[config.mk]
export PLATFORM = sky130hd
export DESIGN_NAME = assembly_source_tokenizer
export DESIGN_NICKNAME = d
export VERILOG_FILES = /design/src/hdl/ast_pkg.sv /design/src/hdl/assembly_source_tokenizer.sv /design/src/hdl/ast_lexer.sv
export VERILOG_INCLUDE_DIRS = /design/src /design/src/hdl
export SDC_FILE = /design/constraint.sdc
export NUM_CORES = 1
export LEC_CHECK = 0
export BUFFER_PORTS_ARGS = -buffer_cell sky130_fd_sc_hd__buf_2
export CORE_MARGIN = 2
export CORE_UTILIZATION = 56
export CTS_CLUSTER_SIZE = 10
export DETAILED_ROUTE_END_ITERATION = 10
export PLACE_DENSITY = 0.76
export SETUP_SLACK_MARGIN = 0.1
export SLEW_MARGIN = 20
export SYNTH_ARGS = -nofsm -noshare
export SYNTH_HDL_FRONTEND = slang
export SYNTH_SLANG_ARGS = --single-unit
[constraint.sdc]
create_clock -name clk -period 6.2 [get_ports clk]
set_input_delay 0.62 -clock clk [delete_from_list [all_inputs] [get_ports clk]]
set_output_delay 0.62 -clock clk [all_outputs]
set_load 0.05 [all_outputs]
[src/hdl/assembly_source_tokenizer_assert.svh]
// ----------------------------------------------------------------------------
// Assertion macros for the assembly source tokenizer
// Clocked on clk and disabled while arst_n is low.
// ----------------------------------------------------------------------------
`ifndef ASSEMBLY_SOURCE_TOKENIZER_ASSERT_SVH
`define ASSEMBLY_SOURCE_TOKENIZER_ASSERT_SVH

// Same-cycle implication.
`define AST_ASSERT_IMP(lbl, ante, cons, msg) \
	lbl: assert property (@(posedge clk) disable iff (!arst_n) (ante) |-> (cons)) \
		else $error(msg);

// Next-cycle implication.
`define AST_ASSERT_NXT(lbl, ante, cons, msg) \
	lbl: assert property (@(posedge clk) disable iff (!arst_n) (ante) |=> (cons)) \
		else $error(msg);

`endif

[src/hdl/ast_pkg.sv]
// ----------------------------------------------------------------------------
// Assembly source tokenizer package
// Shared widths, codes, token record types and character class helpers.
// ----------------------------------------------------------------------------
package ast_pkg;

	localparam int OFFSET_BITS = 24;
	localparam int LINE_BITS   = 16;
	localparam int LEN_BITS    = 16;
	localparam int VAL_BITS    = 31;
	localparam int KIND_BITS   = 3;
	localparam int ERR_BITS    = 3;

	localparam int FIFO_DEPTH = 4;
	localparam int PTR_BITS   = $clog2(FIFO_DEPTH);
	localparam int CNT_BITS   = $clog2(FIFO_DEPTH + 1);

	localparam int TDATA_IN_BITS  = 8;
	localparam int FIELD_BITS     = KIND_BITS + VAL_BITS + ERR_BITS + 2 * LINE_BITS
		+ OFFSET_BITS + LEN_BITS;
	localparam int TDATA_OUT_BITS = ((FIELD_BITS + 7) / 8) * 8;

	localparam logic [LINE_BITS-1:0]   LINE_MAX = '1;
	localparam logic [OFFSET_BITS-1:0] OFF_MAX  = '1;
	localparam logic [LEN_BITS-1:0]    LEN_MAX  = '1;
	localparam logic [VAL_BITS+3:0]    VAL_MAX  = {4'b0, {VAL_BITS{1'b1}}};

	localparam logic [7:0] CH_HASH  = 8'h23;
	localparam logic [7:0] CH_ZERO  = 8'h30;
	localparam logic [7:0] CH_COLON = 8'h3A;
	localparam logic [7:0] CH_COMMA = 8'h2C;
	localparam logic [7:0] CH_UNDER = 8'h5F;
	localparam logic [7:0] CH_DOT   = 8'h2E;
	localparam logic [7:0] CH_SPACE = 8'h20;
	localparam logic [7:0] CH_NL    = 8'h0A;
	localparam logic [7:0] CH_LOW_X = 8'h78;
	localparam logic [7:0] CH_UP_X  = 8'h58;
	localparam logic [7:0] CH_UP_A  = 8'h41;
	localparam logic [7:0] CH_UP_G  = 8'h47;
	localparam logic [15:0] NAME_PC = 16'h5043;

	typedef enum logic [2:0] {
		MODE_IDLE,
		MODE_DEC,
		MODE_ZERO,
		MODE_HEX,
		MODE_IDENT,
		MODE_HALT
	} lex_mode_t;

	localparam logic [KIND_BITS-1:0] KIND_IDENT   = 3'd0;
	localparam logic [KIND_BITS-1:0] KIND_REG     = 3'd1;
	localparam logic [KIND_BITS-1:0] KIND_LITERAL = 3'd2;
	localparam logic [KIND_BITS-1:0] KIND_COLON   = 3'd3;
	localparam logic [KIND_BITS-1:0] KIND_END     = 3'd4;
	localparam logic [KIND_BITS-1:0] KIND_ERROR   = 3'd5;

	localparam logic [ERR_BITS-1:0] ERR_NONE      = 3'd0;
	localparam logic [ERR_BITS-1:0] ERR_EXP_DIGIT = 3'd1;
	localparam logic [ERR_BITS-1:0] ERR_EXP_X     = 3'd2;
	localparam logic [ERR_BITS-1:0] ERR_TOO_LARGE = 3'd3;
	localparam logic [ERR_BITS-1:0] ERR_BAD_CHAR  = 3'd4;

	typedef struct packed {
		logic [KIND_BITS-1:0]   kind;
		logic [VAL_BITS-1:0]    value;
		logic [ERR_BITS-1:0]    err;
		logic [LINE_BITS-1:0]   line;
		logic [LINE_BITS-1:0]   col;
		logic [OFFSET_BITS-1:0] offset;
		logic [LEN_BITS-1:0]    len;
		logic                   last;
	} token_t;

	typedef struct packed {
		logic [1:0] count;
		token_t     tok0;
		token_t     tok1;
		logic       halted;
	} lex_out_t;

	function automatic logic is_space(input logic [7:0] c);
		return (c == CH_SPACE) || (c >= 8'd9 && c <= 8'd13);
	endfunction

	function automatic logic is_digit(input logic [7:0] c);
		return c >= CH_ZERO && c <= 8'h39;
	endfunction

	function automatic logic is_alpha(input logic [7:0] c);
		return (c >= 8'h61 && c <= 8'h7A) || (c >= CH_UP_A && c <= 8'h5A);
	endfunction

	function automatic logic [4:0] hex_val(input logic [7:0] c);
		logic [7:0] d;
		d = 8'd16;
		if (is_digit(c)) begin
			d = c - CH_ZERO;
		end else if (c >= 8'h61 && c <= 8'h66) begin
			d = c - 8'h57;
		end else if (c >= CH_UP_A && c <= 8'h46) begin
			d = c - 8'h37;
		end
		return d[4:0];
	endfunction

	function automatic logic [7:0] upper(input logic [7:0] c);
		return (c >= 8'h61 && c <= 8'h7A) ? c - 8'd32 : c;
	endfunction

endpackage

[src/hdl/assembly_source_tokenizer.sv]
// ----------------------------------------------------------------------------
// Assembly source tokenizer
// Scans assembly source one byte per transaction and emits position-tagged
// tokens: identifiers, registers, literals, colons, end markers and errors.
// ----------------------------------------------------------------------------
// Usage:
// Each input transaction carries one source byte in s_axis_tdata, or an end
// marker when s_axis_tuser is high. Each output transaction carries one token
// record in m_axis_tdata; m_axis_tlast marks the final token caused by one
// input transaction. One input can cause zero, one or two tokens.
// An accepted byte is held in the input stage register and scanned from there;
// its tokens are written into the output queue register and offered from it.
// The block takes one byte per cycle as long as the receiver accepts every
// token and each byte yields at most one; a byte that yields two queues both.
// The scan step fires only when the four-entry output queue has room for two
// tokens, which sets the throughput when the receiver stalls: the queue
// fills, the input stage holds its byte and s_axis_tready drops.
// Reset clears the scanner, the counters (line and column to one) and the
// queue. After the first error token no further tokens are produced until
// the next reset, while input bytes are still accepted and dropped.
// ----------------------------------------------------------------------------
`include "assembly_source_tokenizer_assert.svh"

module assembly_source_tokenizer import ast_pkg::*; (
	input  logic                      clk,
	input  logic                      arst_n,
	input  logic                      s_axis_tvalid,
	output logic                      s_axis_tready,
	input  logic [TDATA_IN_BITS-1:0]  s_axis_tdata,   // ch
	input  logic                      s_axis_tuser,   // is_end
	output logic                      m_axis_tvalid,
	input  logic                      m_axis_tready,
	output logic [TDATA_OUT_BITS-1:0] m_axis_tdata,   // token_kind, value, error_code,
	                                                  // start_line, start_col,
	                                                  // start_offset, token_length
	output logic                      m_axis_tlast
);

	logic                     valid_s1;
	logic [7:0]               ch_s1;
	logic                     end_s1;
	logic                     step;
	lex_out_t                 lex_out;

	token_t                   fifo_mem [FIFO_DEPTH];
	logic [PTR_BITS-1:0]      wr_ptr_q;
	logic [PTR_BITS-1:0]      rd_ptr_q;
	logic [CNT_BITS-1:0]      cnt_q;
	logic                     pop;
	token_t                   head;

	assign step          = valid_s1 && (cnt_q <= CNT_BITS'(FIFO_DEPTH - 2));
	assign s_axis_tready = !valid_s1 || step;

	always_ff @(posedge clk or negedge arst_n) begin
		if (!arst_n) begin
			valid_s1 <= 1'b0;
		end else if (s_axis_tvalid && s_axis_tready) begin
			valid_s1 <= 1'b1;
		end else if (step) begin
			valid_s1 <= 1'b0;
		end
	end

	always_ff @(posedge clk) begin
		if (s_axis_tvalid && s_axis_tready) begin
			ch_s1  <= s_axis_tdata;
			end_s1 <= s_axis_tuser;
		end
	end

	ast_lexer u_lexer (
		.clk     (clk),
		.arst_n  (arst_n),
		.step    (step),
		.ch      (ch_s1),
		.is_end  (end_s1),
		.lex_out (lex_out)
	);

	assign pop = m_axis_tvalid && m_axis_tready;

	always_ff @(posedge clk) begin
		if (lex_out.count != 2'd0) begin
			fifo_mem[wr_ptr_q] <= lex_out.tok0;
		end
		if (lex_out.count == 2'd2) begin
			fifo_mem[wr_ptr_q + 1'b1] <= lex_out.tok1;
		end
	end

	always_ff @(posedge clk or negedge arst_n) begin
		if (!arst_n) begin
			wr_ptr_q <= '0;
			rd_ptr_q <= '0;
			cnt_q    <= '0;
		end else begin
			wr_ptr_q <= wr_ptr_q + PTR_BITS'(lex_out.count);
			if (pop) begin
				rd_ptr_q <= rd_ptr_q + 1'b1;
			end
			cnt_q <= cnt_q + CNT_BITS'(lex_out.count) - CNT_BITS'(pop);
		end
	end

	assign head          = fifo_mem[rd_ptr_q];
	assign m_axis_tvalid = (cnt_q != '0);
	assign m_axis_tlast  = head.last;
	assign m_axis_tdata  = TDATA_OUT_BITS'({head.len, head.offset, head.col, head.line,
		head.err, head.value, head.kind});

	`AST_ASSERT_IMP(a_cnt_bound, 1'b1, cnt_q <= CNT_BITS'(FIFO_DEPTH),
		"output queue count exceeds its depth")
	`AST_ASSERT_NXT(a_halt_sticky, lex_out.halted, lex_out.halted,
		"lexer left the halted state without reset")
	`AST_ASSERT_IMP(a_halt_silent, lex_out.halted, lex_out.count == 2'd0,
		"halted lexer produced a token")
	`AST_ASSERT_IMP(a_error_last, m_axis_tvalid && head.kind == KIND_ERROR, m_axis_tlast,
		"error token is not the final token of its transaction")

endmodule

[src/hdl/ast_lexer.sv]
// ----------------------------------------------------------------------------
// Tokenizer lexer core
// Holds the scanner state and position counters and turns one source byte
// or end marker into up to two tokens, combinationally on each scan step.
// ----------------------------------------------------------------------------
module ast_lexer import ast_pkg::*; (
	input  logic       clk,
	input  logic       arst_n,
	input  logic       step,
	input  logic [7:0] ch,
	input  logic       is_end,
	output lex_out_t   lex_out
);

	lex_mode_t              mode_q, mode_d;
	logic [VAL_BITS-1:0]    acc_q, acc_d;
	logic                   ovf_q, ovf_d;
	logic [LEN_BITS-1:0]    len_q, len_d;
	logic [15:0]            head_q, head_d;
	logic                   reg_ok_q, reg_ok_d;
	logic [LINE_BITS-1:0]   line_q, line_d;
	logic [LINE_BITS-1:0]   col_q, col_d;
	logic [OFFSET_BITS-1:0] off_q, off_d;
	logic [LINE_BITS-1:0]   tsl_q, tsl_d;
	logic [LINE_BITS-1:0]   tsc_q, tsc_d;
	logic [OFFSET_BITS-1:0] tso_q, tso_d;

	token_t     fin_tok, sec_tok;
	logic       fin_emit, fin_ok, use_fin, sec_emit;
	logic       extend;
	logic [4:0] hv;
	logic [VAL_BITS+3:0] prod;
	logic [7:0] reg_idx;

	always_comb begin
		mode_d   = mode_q;
		acc_d    = acc_q;
		ovf_d    = ovf_q;
		len_d    = len_q;
		head_d   = head_q;
		reg_ok_d = reg_ok_q;
		line_d   = line_q;
		col_d    = col_q;
		off_d    = off_q;
		tsl_d    = tsl_q;
		tsc_d    = tsc_q;
		tso_d    = tso_q;

		hv      = hex_val(ch);
		reg_idx = head_q[15:8] - CH_UP_A;
		prod    = '0;

		fin_emit       = 1'b0;
		fin_ok         = 1'b1;
		fin_tok        = '0;
		fin_tok.line   = tsl_q;
		fin_tok.col    = tsc_q;
		fin_tok.offset = tso_q;
		case (mode_q)
			MODE_ZERO: begin
				fin_emit       = 1'b1;
				fin_ok         = 1'b0;
				fin_tok.kind   = KIND_ERROR;
				fin_tok.err    = ERR_EXP_X;
				fin_tok.line   = line_q;
				fin_tok.col    = col_q;
				fin_tok.offset = off_q;
			end
			MODE_DEC, MODE_HEX: begin
				fin_emit = 1'b1;
				if (len_q <= ((mode_q == MODE_DEC) ? LEN_BITS'(1) : LEN_BITS'(2))) begin
					fin_ok         = 1'b0;
					fin_tok.kind   = KIND_ERROR;
					fin_tok.err    = ERR_EXP_DIGIT;
					fin_tok.line   = line_q;
					fin_tok.col    = col_q;
					fin_tok.offset = off_q;
				end else if (ovf_q) begin
					fin_ok       = 1'b0;
					fin_tok.kind = KIND_ERROR;
					fin_tok.err  = ERR_TOO_LARGE;
				end else begin
					fin_tok.kind  = KIND_LITERAL;
					fin_tok.value = acc_q;
					fin_tok.len   = len_q;
				end
			end
			MODE_IDENT: begin
				fin_emit    = 1'b1;
				fin_tok.len = len_q;
				if (reg_ok_q && len_q == LEN_BITS'(1) && head_q[15:8] >= CH_UP_A
						&& head_q[15:8] <= CH_UP_G) begin
					fin_tok.kind  = KIND_REG;
					fin_tok.value = VAL_BITS'(reg_idx[2:0]);
				end else if (reg_ok_q && len_q == LEN_BITS'(2) && head_q == NAME_PC) begin
					fin_tok.kind  = KIND_REG;
					fin_tok.value = VAL_BITS'(7);
				end else begin
					fin_tok.kind = KIND_IDENT;
				end
			end
			default: begin
				fin_emit = 1'b0;
			end
		endcase

		case (mode_q)
			MODE_DEC:   extend = is_digit(ch);
			MODE_ZERO:  extend = (ch == CH_LOW_X) || (ch == CH_UP_X);
			MODE_HEX:   extend = !hv[4];
			MODE_IDENT: extend = is_alpha(ch) || is_digit(ch) || ch == CH_UNDER;
			default:    extend = 1'b0;
		endcase

		use_fin        = 1'b0;
		sec_emit       = 1'b0;
		sec_tok        = '0;
		sec_tok.line   = line_q;
		sec_tok.col    = col_q;
		sec_tok.offset = off_q;

		if (step && mode_q != MODE_HALT) begin
			if (is_end) begin
				use_fin      = fin_emit;
				sec_emit     = fin_ok;
				sec_tok.kind = KIND_END;
				mode_d       = fin_ok ? MODE_IDLE : MODE_HALT;
			end else begin
				if (extend) begin
					len_d = (len_q == LEN_MAX) ? len_q : len_q + 1'b1;
					case (mode_q)
						MODE_ZERO: begin
							mode_d = MODE_HEX;
						end
						MODE_DEC, MODE_HEX: begin
							if (mode_q == MODE_DEC) begin
								prod = {acc_q, 3'b000} + {2'b00, acc_q, 1'b0}
									+ (VAL_BITS+4)'(ch - CH_ZERO);
							end else begin
								prod = {acc_q, 4'b0000} + (VAL_BITS+4)'(hv[3:0]);
							end
							if (!ovf_q) begin
								if (prod > VAL_MAX) begin
									ovf_d = 1'b1;
								end else begin
									acc_d = prod[VAL_BITS-1:0];
								end
							end
						end
						default: begin
							if (len_q == LEN_BITS'(1)) begin
								head_d = {head_q[15:8], upper(ch)};
							end else begin
								reg_ok_d = 1'b0;
							end
						end
					endcase
				end else begin
					use_fin = fin_emit;
					if (!fin_ok) begin
						mode_d = MODE_HALT;
					end else begin
						mode_d = MODE_IDLE;
						if (!(is_space(ch) || ch == CH_COMMA)) begin
							tsl_d = line_q;
							tsc_d = col_q;
							tso_d = off_q;
							acc_d = '0;
							ovf_d = 1'b0;
							len_d = LEN_BITS'(1);
							if (ch == CH_HASH) begin
								mode_d = MODE_DEC;
							end else if (ch == CH_ZERO) begin
								mode_d = MODE_ZERO;
							end else if (is_alpha(ch) || ch == CH_DOT || ch == CH_UNDER) begin
								mode_d   = MODE_IDENT;
								head_d   = {upper(ch), 8'h00};
								reg_ok_d = 1'b1;
							end else if (ch == CH_COLON) begin
								sec_emit     = 1'b1;
								sec_tok.kind = KIND_COLON;
								sec_tok.len  = LEN_BITS'(1);
							end else begin
								sec_emit     = 1'b1;
								sec_tok.kind = KIND_ERROR;
								sec_tok.err  = ERR_BAD_CHAR;
								mode_d       = MODE_HALT;
							end
						end
					end
				end
				off_d = (off_q == OFF_MAX) ? off_q : off_q + 1'b1;
				if (ch == CH_NL) begin
					line_d = (line_q == LINE_MAX) ? line_q : line_q + 1'b1;
					col_d  = LINE_BITS'(1);
				end else begin
					col_d = (col_q == LINE_MAX) ? col_q : col_q + 1'b1;
				end
			end
		end
	end

	always_comb begin
		lex_out        = '0;
		lex_out.halted = (mode_q == MODE_HALT);
		if (use_fin) begin
			lex_out.tok0      = fin_tok;
			lex_out.tok1      = sec_tok;
			lex_out.tok0.last = !sec_emit;
			lex_out.tok1.last = 1'b1;
			lex_out.count     = sec_emit ? 2'd2 : 2'd1;
		end else begin
			lex_out.tok0      = sec_tok;
			lex_out.tok0.last = 1'b1;
			lex_out.count     = sec_emit ? 2'd1 : 2'd0;
		end
	end

	always_ff @(posedge clk or negedge arst_n) begin
		if (!arst_n) begin
			mode_q   <= MODE_IDLE;
			acc_q    <= '0;
			ovf_q    <= 1'b0;
			len_q    <= '0;
			head_q   <= '0;
			reg_ok_q <= 1'b0;
			line_q   <= LINE_BITS'(1);
			col_q    <= LINE_BITS'(1);
			off_q    <= '0;
			tsl_q    <= LINE_BITS'(1);
			tsc_q    <= LINE_BITS'(1);
			tso_q    <= '0;
		end else begin
			mode_q   <= mode_d;
			acc_q    <= acc_d;
			ovf_q    <= ovf_d;
			len_q    <= len_d;
			head_q   <= head_d;
			reg_ok_q <= reg_ok_d;
			line_q   <= line_d;
			col_q    <= col_d;
			off_q    <= off_d;
			tsl_q    <= tsl_d;
			tsc_q    <= tsc_d;
			tso_q    <= tso_d;
		end
	end

endmodule
---- Word-level counts from Yosys, hierarchy flattened ----
Memories as Yosys holds them, arrays and structs flattened.
Index checks and enable logic that the tools add are counted.
Widths: inputs -> output; s select.
storage, ports and cells
  register bits ........................... 197
  bits in writable memories ............... 440
  input port bits ......................... 13
  output and inout bits ................... 115
  memories ................................ 1
memories
  name      words  bits a word  read ports  clocked after memory_dff  write ports  RTL line                         source
  fifo_mem  4      110          1           0                         2            assembly_source_tokenizer.sv:45  token_t fifo_mem [FIFO_DEPTH];
operators by class
  $add $sub $neg .......................... 18
  magnitude comparators ................... 15
  equal/unequal tests ..................... 35
  muxes and demuxes ....................... 123
  bitwise gates (word level) .............. 7
  reduce and logical (&&, ||, !) cells .... 46
operators by type and width
  kind                   number
  $mux 16                23
  $mux 31                8
  $mux 35                5
  $pmux 59 s2            1
  $mux 112               1
  $mux 110               1
  $mux 3                 32
  $pmux 31 s2            1
  $mux 56                1
  $add 16x1->16 const B  3
  $eq 16x16->1 const B   3
  $eq 8x6->1 const B     6
  $le 8x7->1 const B     5
  $mux 1                 37
  $add 34x32->35         1
  $add 35x35->35         1
  $add 35x4->35          1
  $gt 35x31->1 const B   1
  $mux 32                1
  $pmux 16 s2            1
  $add 24x1->24 const B  1
  $eq 24x24->1 const B   1
  $eq 8x7->1 const B     3
  $ge 8x7->1 const B     3
  47 further kinds       103

---- Depth between registers and ports, before layout ----
Gate-level depths: netlist of run 1.
  depth after elaboration ................. 18
  mapped depth ............................ 22

---- Hierarchy ----
Synthesis of run 1 repeated with hierarchy kept, for this count alone.
second synthesis, totals
  cells, all modules ...................... 2556
  area, all modules ....................... 36288.6 sq um
by module, submodules not included
  module                     times used  cells each  area each (sq um)  sequential area each (sq um)
  assembly_source_tokenizer  1           1123        22855.7            13683.1
  ast_lexer                  1           1433        13432.9            4509.3

---- Worst setup path before layout of run 1 ----
OpenSTA, ideal clock, no wires.
  kind .................................... register to register
  from .................................... register ch_s1[4]
  to ...................................... register u_lexer.acc_q[27]
  setup time .............................. 133 ps
  arrival time ............................ 5751 ps
  required time ........................... 6067 ps
  path slack .............................. 316 ps
  stages on the path, launching flop included .. 16
  path buffers ............................ 3
  path through ............................ edfxtp_1 ha_1 clkbuf_1 nor2_1 fa_1 ha_1 clkbuf_1 o21ai_0 a21oi_1 o22ai_1 or4_1 o221a_2 or4_1 o311ai_2 buf_4 o22ai_1
on the way
  longest elaborated chain between the ends .. 15
  elaborated cells between the ends (all ways) .. 54
RTL lines
  item                                                    RTL line                         source
  start, declared                                         assembly_source_tokenizer.sv:40  logic [7:0] ch_s1;
  start signal, assigned                                  assembly_source_tokenizer.sv:67  ch_s1 <= s_axis_tdata;
  branches (longest 15 deep; another with $add 35x4->35)  -
  end signal, assigned                                    ast_lexer.sv:222                 acc_q <= '0;
  end signal, assigned                                    ast_lexer.sv:235                 acc_q <= acc_d;
  end, declared                                           ast_lexer.sv:16                  logic [VAL_BITS-1:0] acc_q, acc_d;
Several ways; the timed one is not identified. The select of a mux whose other input is x is not followed.
A chain may end at the register's enable or synchronous reset.

==> results.txt, run 1 <==
- The flow ran to the end, and the final reports show no timing, DRC or antenna violations.
* Number of antenna violations at the first check in global routing: 1
- In this run the cell area of the synthesized design comes to 31,230 um2.
- CTS tree: yes
* Worst Setup Path Type: flip-flop to flip-flop
- Clock-pin slew was measured on the worst setup and hold paths at approximately 0.06 ns.
* Placed instance count: 3,295
- Cts hold-fix bufs: 0
- For this run, the detailed router's first-pass iteration total came to 5.
- Internal power: about 0.0089 W
- Summed over all failing endpoints, the final setup total negative slack is 0 ns.
- The floorplan step defined a die boundary enclosing just under 60,000 um2.
- The post-route netlist has 16.66% of its cells at a drive strength greater than 1.
- In this run the deepest clock path goes through 3 buffers.
- Required time of the worst setup path: 6.68 ns
* Worst-path fanout max: 29
- Routed len/inst: 24.03 um
* Fillers: roughly 4,200
- Number of violations reported at the end of detailed-routing iteration 0: 2,308
- Share of async-settable or async-resettable flops after synthesis: between 20 and 30%
- For this run, the total global-route usage over all layers was measured as about 29%.
* Pin count of the biggest net entering global routing: 98
- Clock tree synthesis selected as its root buffer the cell clkbuf_16.
- Most frequent standard cell in the layout excluding fill and tap cells: a22o_1
* Area of the multi-input gates: between 10,000 and 15,000 um2
- During placement, the flow inserted port buffers numbering between 100 and 150.
* NetSw: between 0.006 and 0.007 W
* Boundary pin count: between 100 and 150
- Area growth from synthesis to layout: 10.82%
* Number of synthesized register bits: approximately 640
- Ys Warns: 0
* # resized after CTS: 0
- In this run the vertical extent of the chip is roughly 240 um.
- IR analysis of the VDD net gives a maximum drop of between 0.0004 and 0.0005 V.
- In the routed design, unresolved DRC markers number 0.
- Critical path data arrival time: 6.07 ns
* Power density cells: 431.9 nW/um2
- Counting distinct cell types in the post-synthesis netlist gives 91.
- Net switching is between 40% and 50% of the power.
* Finish-stage setup viols: 0
- Excluding fillers, the count of instances in the completed layout stands at about 3,400.
- The total count of hold-check failures in the final report is 0.
- Registers take 16,280 um2.
- For this design, the sink count on the clock tree is 637.
- Setup skew after layout: approximately 0.021 ns
- The cell count after synthesis came out at 2,597.
* Share of the yosys chip area belonging to registers: between 50% and 60%
- The worst path needs about 5.6 ns of the cycle, external delays included.
* Met2 wire length: ~38 mm
- Summed over all layers, the global routing overflow is 0.
- Final Slew Violations: 0
* # nets final: approximately 2,700
- Setup slack on the worst reg-to-reg path comes out at between 0.6 and 0.7 ns.
- Die boundary width: between 200 and 250 um
- Hold WC Path Type: primary input to async pin
- Total vias in the final route: between 20,000 and 25,000
- H-tree lvl count: 3
- Detailed route wirelength on metal3: roughly 7.4 mm
* Unrepaired setup endpoints after global routing: false
* Row count: 86
* Setup repair bufs after CTS: 0
- For the worst-skew pair, the clock arrives at the later sink with an insertion delay of around 0.63 ns.
- Combinational power share: about 36%
- Per report_power, the sequential group accounts for approximately 37% of the total.
- The clock network accounts for about 27% of the total power.
- Of the available clock period, the critical path in the final layout requires 90.17%.
- On the final layout, the worst hold slack is approximately 0.055 ns.
- Most used DFF post-synth: edfxtp_1
- In the final routing, the length of wire on met1 measures approximately 35 mm.
- Number of nets with antenna violations after routing: 0
- Total clock buffers created by CTS: 74
- The repair_antennas step left the layout with diodes totalling 0.
* Max capacitance violation total: 0
- STA classifies the critical path startpoint as a flip-flop.
- The average instance in the mapped netlist occupies approximately 12 um2.
* Area of the core: 55,090 um2
* Wire length of the first global-routing pass: about 130 mm
- The via count of the first global-routing pass was 22,582.
- The library cells used most frequently in the layout, excluding fill and tap cells, are 409 x a22o_1, 258 x nand2_1, 257 x edfxtp_1.
- Headroom to the max-slew limit came out at between 20% and 30%.
- Post-DP HPWL: approximately 51 mm
* Initial Utilization: between 50% and 60%
* Leakage power total: 13.71 nW
* Count of flip-flops with a built-in enable after synthesis: between 200 and 300
- Topmost layer with routed signal wires: met5
- Placer Congestion: approximately 0.9
- After detailed routing, the number of vias per cell comes to around 6.6.
- Worst-margin pin slew: roughly 1.1 ns
- Drt total wl: 82.30 mm
- FMAX: between 150 and 200 MHz
* Kind of capture point of the worst setup path: flip-flop
==> worst max-delay path, cell delays in order (launching register included) <==
cell	delay (ns)
edfxtp_1	0.53
inv_1	0.23
ha_1	0.26
or4b_1	0.48
a31o_1	0.27
a21o_1	0.20
a211oi_1	0.29
buf_4	0.19
nand2b_1	0.11
nor3_1	0.37
a21oi_1	0.13
inv_1	0.12
ha_1	0.28
nand2_1	0.09
or2_1	0.32
o22ai_4	0.82
buf_4	0.53
a22o_1	0.22
==> logic make-up after synthesis <==
group / count (synthesis) / share of synthesized area [%]
AO/OA/AOI/OAI: 760 / 19.02
flip-flops: 637 / 52.09
AND/OR/NAND/NOR: 576 / 8.913
buffers and inverters: 317 / 4.482
multiplexers: 132 / 8.681
adder cells (fa/ha/maj): 98 / 4.671
XOR/XNOR: 76 / 2.131
other: 1 / 0.01201
==> sequential cells by signal, indices dropped and copies added (netlist names) <==
register,cells
ch_s1,8
fifo_mem,440
u_lexer.acc_q,31
cnt_q,3
u_lexer.col_q,16
u_lexer.tsl_q,16
u_lexer.ovf_q,1
u_lexer.head_q,16
u_lexer.mode_q,3
u_lexer.line_q,16
valid_s1,1
rd_ptr_q,2
u_lexer.tsc_q,16
wr_ptr_q,2
end_s1,1
u_lexer.tso_q,24
u_lexer.len_q,16
u_lexer.off_q,24
u_lexer.reg_ok_q,1
==> power groups by stage <==
stage	Sequential [W]	Clock, W	Combinational [W]
2_1_floorplan	0.00528	0	0.00408
4_1_cts	0.00550	0.00407	0.00541
3_3_place_gp	0.00553	0	0.00534
3_5_place_dp	0.00558	0	0.00538
6_report	0.00550	0.00402	0.00544
5_1_grt	0.00556	0.00424	0.00575
==> layer usage <==
layer  up-vias  track usage [%]
met3       179            6.269
met2      1057            44.75
li1       9985                -
met5         -                0
met1     11341            39.99
met4         2            10.63
==> worst paths after layout <==
check                                                   from                             to  cells past startpoint
worst max-delay path                      ch_s1[0]$_DFFE_PP_      fifo_mem[2][55]$_DFFE_PP_                     17
worst min-delay path                                  arst_n  u_lexer.acc_q[20]$_DFFE_PN0P_                      1
worst max register to register            ch_s1[0]$_DFFE_PP_      fifo_mem[2][55]$_DFFE_PP_                     17
worst min register to register  fifo_mem[1][74]$_SDFFE_PP0P_   fifo_mem[1][74]$_SDFFE_PP0P_                      2
max in group asynchronous                             arst_n   u_lexer.off_q[7]$_DFFE_PN0P_                      2
min in group clk                             s_axis_tdata[0]             ch_s1[0]$_DFFE_PP_                      1
==> area by class of cell <==
cell class / count / share of cell area (%)
flip-flops and latches: 637 / 47.03
multi-input cells: 1645 / 39.57
clock buffers: 123 / 6.000
repair buffers: 178 / 3.387
well taps: 748 / 2.704
inverters: 87 / 0.9434
clock inverters: 7 / 0.3723
==> synthesized netlist by cell type (6+ instances only) <==
master    instances  area, um2
a22o_1          409       3582
nand2_1         258      968.4
edfxtp_1        257       7717
dfxtp_1         192       3844
dfrtp_1         184       4604
clkbuf_1        126      473.0
mux4_2          110       2477
inv_1            85      319.1
nor2_1           83      311.6
a21oi_1          81      405.4
o21ai_0          68      340.3
ha_1             67      838.3
o22ai_1          54      337.8
buf_2            51      255.2
xnor2_1          44      385.4
nand3_1          39      195.2
xor2_1           32      280.3
fa_1             31      620.6
buf_4            29      217.7
nand4_1          29      181.4
or3_1            26      162.7
nor3_1           20      100.1
a21o_1           19      142.6
buf_1            19      71.32
and2_1           18      112.6
and3_1           17      106.4
and4_1           17      148.9
a22oi_1          12      90.09
nand2b_1         12      75.07
mux2_2           11      123.9
mux2i_1          11      110.1
o211ai_1         10      75.07
o21a_1           10      75.07
a31oi_1           9      56.30
nor4_1            9      56.30
nor2_2            8      50.05
o31ai_1           7      52.55
or4_1             7      52.55
a211oi_1          6      45.04
==> metrics by stage <==
stage                     utilization (%)  area (um2)  setup WS [ns]  total power, W
after floorplan                         -       31240         0.3164        0.009364
after global placement              58.82       32410         0.7022         0.01087
after detailed placement            58.82       32410         0.6886         0.01095
after CTS                           62.83       34610         0.6544         0.01497
after global routing                62.83       34620         0.1808         0.01556
final                               62.83       34620         0.6095         0.01495
Power figures use the tool's default switching activity.
==> run 2: changes to the inputs <==
--- a/config.mk
+++ b/config.mk
@@ -6,12 +6,13 @@
 export SDC_FILE = /design/constraint.sdc
 export NUM_CORES = 1
 export LEC_CHECK = 0
+export ABC_AREA = 1
 export BUFFER_PORTS_ARGS = -buffer_cell sky130_fd_sc_hd__buf_2
 export CORE_MARGIN = 2
-export CORE_UTILIZATION = 56
+export CORE_UTILIZATION = 57
 export CTS_CLUSTER_SIZE = 10
 export DETAILED_ROUTE_END_ITERATION = 10
-export PLACE_DENSITY = 0.76
+export PLACE_DENSITY = 0.77
 export SETUP_SLACK_MARGIN = 0.1
 export SLEW_MARGIN = 20
 export SYNTH_ARGS = -nofsm -noshare
==> results.txt, run 2 <==
- Library cells used by synthesis: 51 (-44%)
* Leading registers by flop count: fifo_mem (440), u_lexer.acc_q (31)
- Post-detailed-route via-to-cell ratio: 5.939 (-9.9%)
- Critical path data arrival time: 5.52 ns (-0.55 ns)
* Die boundary width: 252.5 um (+5.1%)
- The instance area at placement is 36,170 um2 (+12%).
- Total clock buffers created by CTS: 76 (+2.7%)
- The highest fanout seen on the critical path came to 48 (+66%).
- Antenna diodes: 0 (unchanged)
- Biggest area contributors in the synthesized netlist: edfxtp_1 22%, nand2_1 16%, dfrtp_1 13%
* Clock-pin transition on the worst setup and hold timing paths: 0.05 ns (about the same)
- The final worst setup slack is 1.236 ns (+0.6261 ns).
- The top cell type's share of synthesized area was 21.93% (-2.8 points).
* Launch instance of the worst register-to-register path: u_lexer.mode_q[2]$_DFFE_PN0P_
* Pin count of the biggest net entering global routing: 81 (-17%)
- Leakage power total: 15.95 nW (+16%)
* Run status: completed
* Worst R2R Path Depth: 26 (+9)
- The number of I/O pins was 128 (unchanged).
* FMAX: 201.4 MHz (+13%)
- Hold Fails Final Rpt: 0 (unchanged)
- The remaining global-route overflow came to 0 (unchanged).
- In this run the most critical hold path is launched from s_axis_tdata[4].
* Unrepaired setup endpoints after global routing: false
- Compared with the post-synthesis result, the final layout area differs by 9.269%.
- After synthesis, the most frequently instantiated cells are 1,508 x nand2_1, 520 x o21ai_0, 387 x nor2_1.
- The post-route DRC violation count came to 0 (unchanged).
- The worst reg-to-reg setup slack came to 1.24 ns (+0.63 ns).
- The starting density of the core came to 57.34% (+0.65 points).
* Largest area contributor in the netlist: edfxtp_1
* Count of mapped cells out of synthesis: 4,649 (+79%)
- Area of the core: 61,370 um2 (+11%)
- The worst setup path is launched from a flip-flop.
- The initial detailed-routing violation count came to 3,786 (+64%).
- The worst slew margin relative to its limit was 24.32% (-4.8 points).
- The slew at the pin with the worst max-slew slack was 1.135 ns (+0.07153 ns).
* Drt total wl: 103.1 mm (+25%)
- TritonCTS built the clock tree.
- The first-pass GRT wire length is 165.0 mm (+28%).
* Placer Congestion: 0.9409 (+5.1%)
- For hold timing, the worst endpoint is ch_s1[4]$_DFFE_PP_.
- The register bit count reported by yosys came to 637 (unchanged).
* # nets final: 4,740 (+73%)
- Vertical extent of the die: 252.5 um (+5.1%)
* Kind of capture point of the worst setup path: flip-flop
* Routed len/inst: 18.85 um (-22%)
* Worst VDD drop: 0.0004621 V (-3.9%)
- Worst Setup Path Type: flip-flop to flip-flop
- The post-cts gate resize count came to 0 (unchanged).
* Number of nets with antenna violations after routing: 0 (unchanged)
* Dpl ws: 1.385 ns (+0.6964 ns)
- The library cells used most frequently in the layout, excluding fill and tap cells, are 1,502 x nand2_1, 520 x o21ai_0, 386 x nor2_1.
- The async set or reset register ratio after synthesis was 29.51% (unchanged).
* Required time of the worst setup path: 6.75 ns (+0.07 ns)
- nand2_1 is the most common cell in the netlist.
- Power density cells: 500.2 nW/um2 (+16%)
- The setup total negative slack came to 0 ns (unchanged).
* Hold Path Cell Cnt: 1
- H-tree lvl count: 3 (unchanged)
- Max capacitance violation total: 0 (unchanged)
- Total chip power: 0.01924 W (+29%)
- Leaving out fill and tap cells, the most frequent cell in the layout is nand2_1.
- Ys Warns: 0 (unchanged)
- Most used DFF post-synth: edfxtp_1
- Final Slew Violations: 0 (unchanged)
- Reg2reg end: fifo_mem[0][103]$_SDFFE_PP0P_
- Syn Std Cell Area: 35,190 um2 (+13%)
- The flip-flop count of the largest register after layout came to 440 (unchanged).
- The final clock skew was 0.02838 ns (+0.007037 ns).
- Pre-antenna DRT Iters: 6 (+1)
- The worst hold path belongs to the class primary input to flip-flop.
* Share of the yosys chip area belonging to registers: 46.24% (-5.9 points)
* Total vias in the final route: 32,484 (+44%)
- The setup violation total in the final timing report is 0 (unchanged).
- The cell sitting at the root of the clock tree is a clkbuf_16.
* Tot GR Track Use: 32.25% (+3.5 points)
- Fillers: 5,303 (+26%)
- Period minus WS final: 4.964 ns (-0.6261 ns)
* Buffers added on ports: 124 (unchanged)
* Sinks on Clock Net: 637 (unchanged)
- Latest clock arrival within the worst-skew pair: 0.63 ns (about the same)
* Post-DP HPWL: 61.40 mm (+21%)
* Via count of the first global-routing pass: 30,470 (+35%)
- Area of all placed cells without fillers: 38,450 um2 (+11%)
- Worst-case clock buffer depth: 3 (unchanged)
* Syn_area_per_cell: 7.569 um2 (-37%)
- Count of flip-flops with a built-in enable after synthesis: 257 (unchanged)
- The floorplan die area was 63,740 um2 (+11%).
* Post-route clock period utilization: 80.07% (-10 points)
- Fraction of final layout cells with drive strength greater than 1: 7.350% (-9.3 points)
* Post-Route Hold Slack: 0.1794 ns (+0.1244 ns)
* Number of antenna violations at the first check in global routing: 2 (+1)
- Row count: 91 (+5.8%)
- More flip-flops sit in one register than any other, and that register is fifo_mem.
-- run 2: area by class of cell --
| type | count | area (um2) | area share, % |
|---|---|---|---|
| Clock buffer | 123 | 2193 | 5.704 |
| Inverter | 361 | 1361 | 3.540 |
| Tap cell | 790 | 988.4 | 2.571 |
| Sequential cell | 637 | 16280 | 42.33 |
| Timing Repair Buffer | 181 | 1072 | 2.789 |
| Clock inverter | 7 | 75.07 | 0.1952 |
| Multi-Input combinational cell | 3371 | 16480 | 42.87 |
-- run 2: how the worst max path moves through the flow --
stage	to	depth (start not counted)	start	slack [ns]
CTS	fifo_mem[3][16]$_SDFFE_PP0P_	26	u_lexer.mode_q[2]$_DFFE_PN0P_	1.35
detailed placement	fifo_mem[0][81]$_SDFFE_PP0P_	26	u_lexer.mode_q[2]$_DFFE_PN0P_	1.38
global placement	fifo_mem[3][90]$_SDFFE_PP0P_	26	u_lexer.mode_q[2]$_DFFE_PN0P_	1.53
finish	fifo_mem[0][103]$_SDFFE_PP0P_	26	u_lexer.mode_q[2]$_DFFE_PN0P_	1.24
floorplan	fifo_mem[0][100]$_SDFFE_PP0P_	29	u_lexer.mode_q[2]$_DFFE_PN0P_	0.59
global route	fifo_mem[0][12]$_SDFFE_PP0P_	26	u_lexer.mode_q[2]$_DFFE_PN0P_	0.86
-- run 2: power by group --
part           switching [W]  internal, W  total, W
Sequential          0.000499      0.00508   0.00558
Clock                0.00175      0.00241   0.00416
Combinational        0.00752      0.00198   0.00949
-- run 2: logic make-up after synthesis --
group	after synthesis	share of synthesized area (%)
AND/OR/NAND/NOR	2206	25.26
AO/OA/AOI/OAI	983	15.13
buffers and inverters	643	7.200
flip-flops	637	46.24
adder cells (fa/ha/maj)	99	4.181
XOR/XNOR	80	1.991
other	1	0.01066
-- run 2: repair_timing --
item,in CTS,in global routing
endpoints found under the hold margin,40,0
hold buffers,1,0
buffers inserted,0,0
-- run 2: critical path, stage by stage, from the launching register on --
cell and delay (ns):
dfrtp_1 0.41, inv_1 0.10, nand3_1 0.11, clkinv_1 0.12, ha_1 0.30, inv_1 0.05, nor2_1 0.03, o21ai_0 0.28
nand3_4 0.09, nand2_1 0.09, inv_1 0.04, nor2_1 0.15, inv_2 0.06, nand2_1 0.18, nor2_1 0.11, nand4_1 0.14
nor2_1 0.08, a31oi_1 0.26, ha_1 0.34, nor3_2 0.08, inv_1 0.06, buf_4 0.32, nand2_4 0.47, inv_1 0.15
buf_4 0.52, nand2_1 0.14, nand2_1 0.10
-- run 2: per-layer routing --
metal	part of all wire (%)	vias up	GRT usage (%)
met1	42	15183	45.92
met2	44	1722	49.09
met5	0.022	-	0
li1	-	15350	-
met3	11	225	6.272
met4	2.8	4	11.65
-- run 2: stage by stage --
stage / cells / utilization [%]
final: 5470 / 62.66
after floorplan: 4651 / -
after global placement: 5339 / 58.94
after CTS: 5470 / 62.66
after global routing: 5470 / 62.66
after detailed placement: 5339 / 58.94
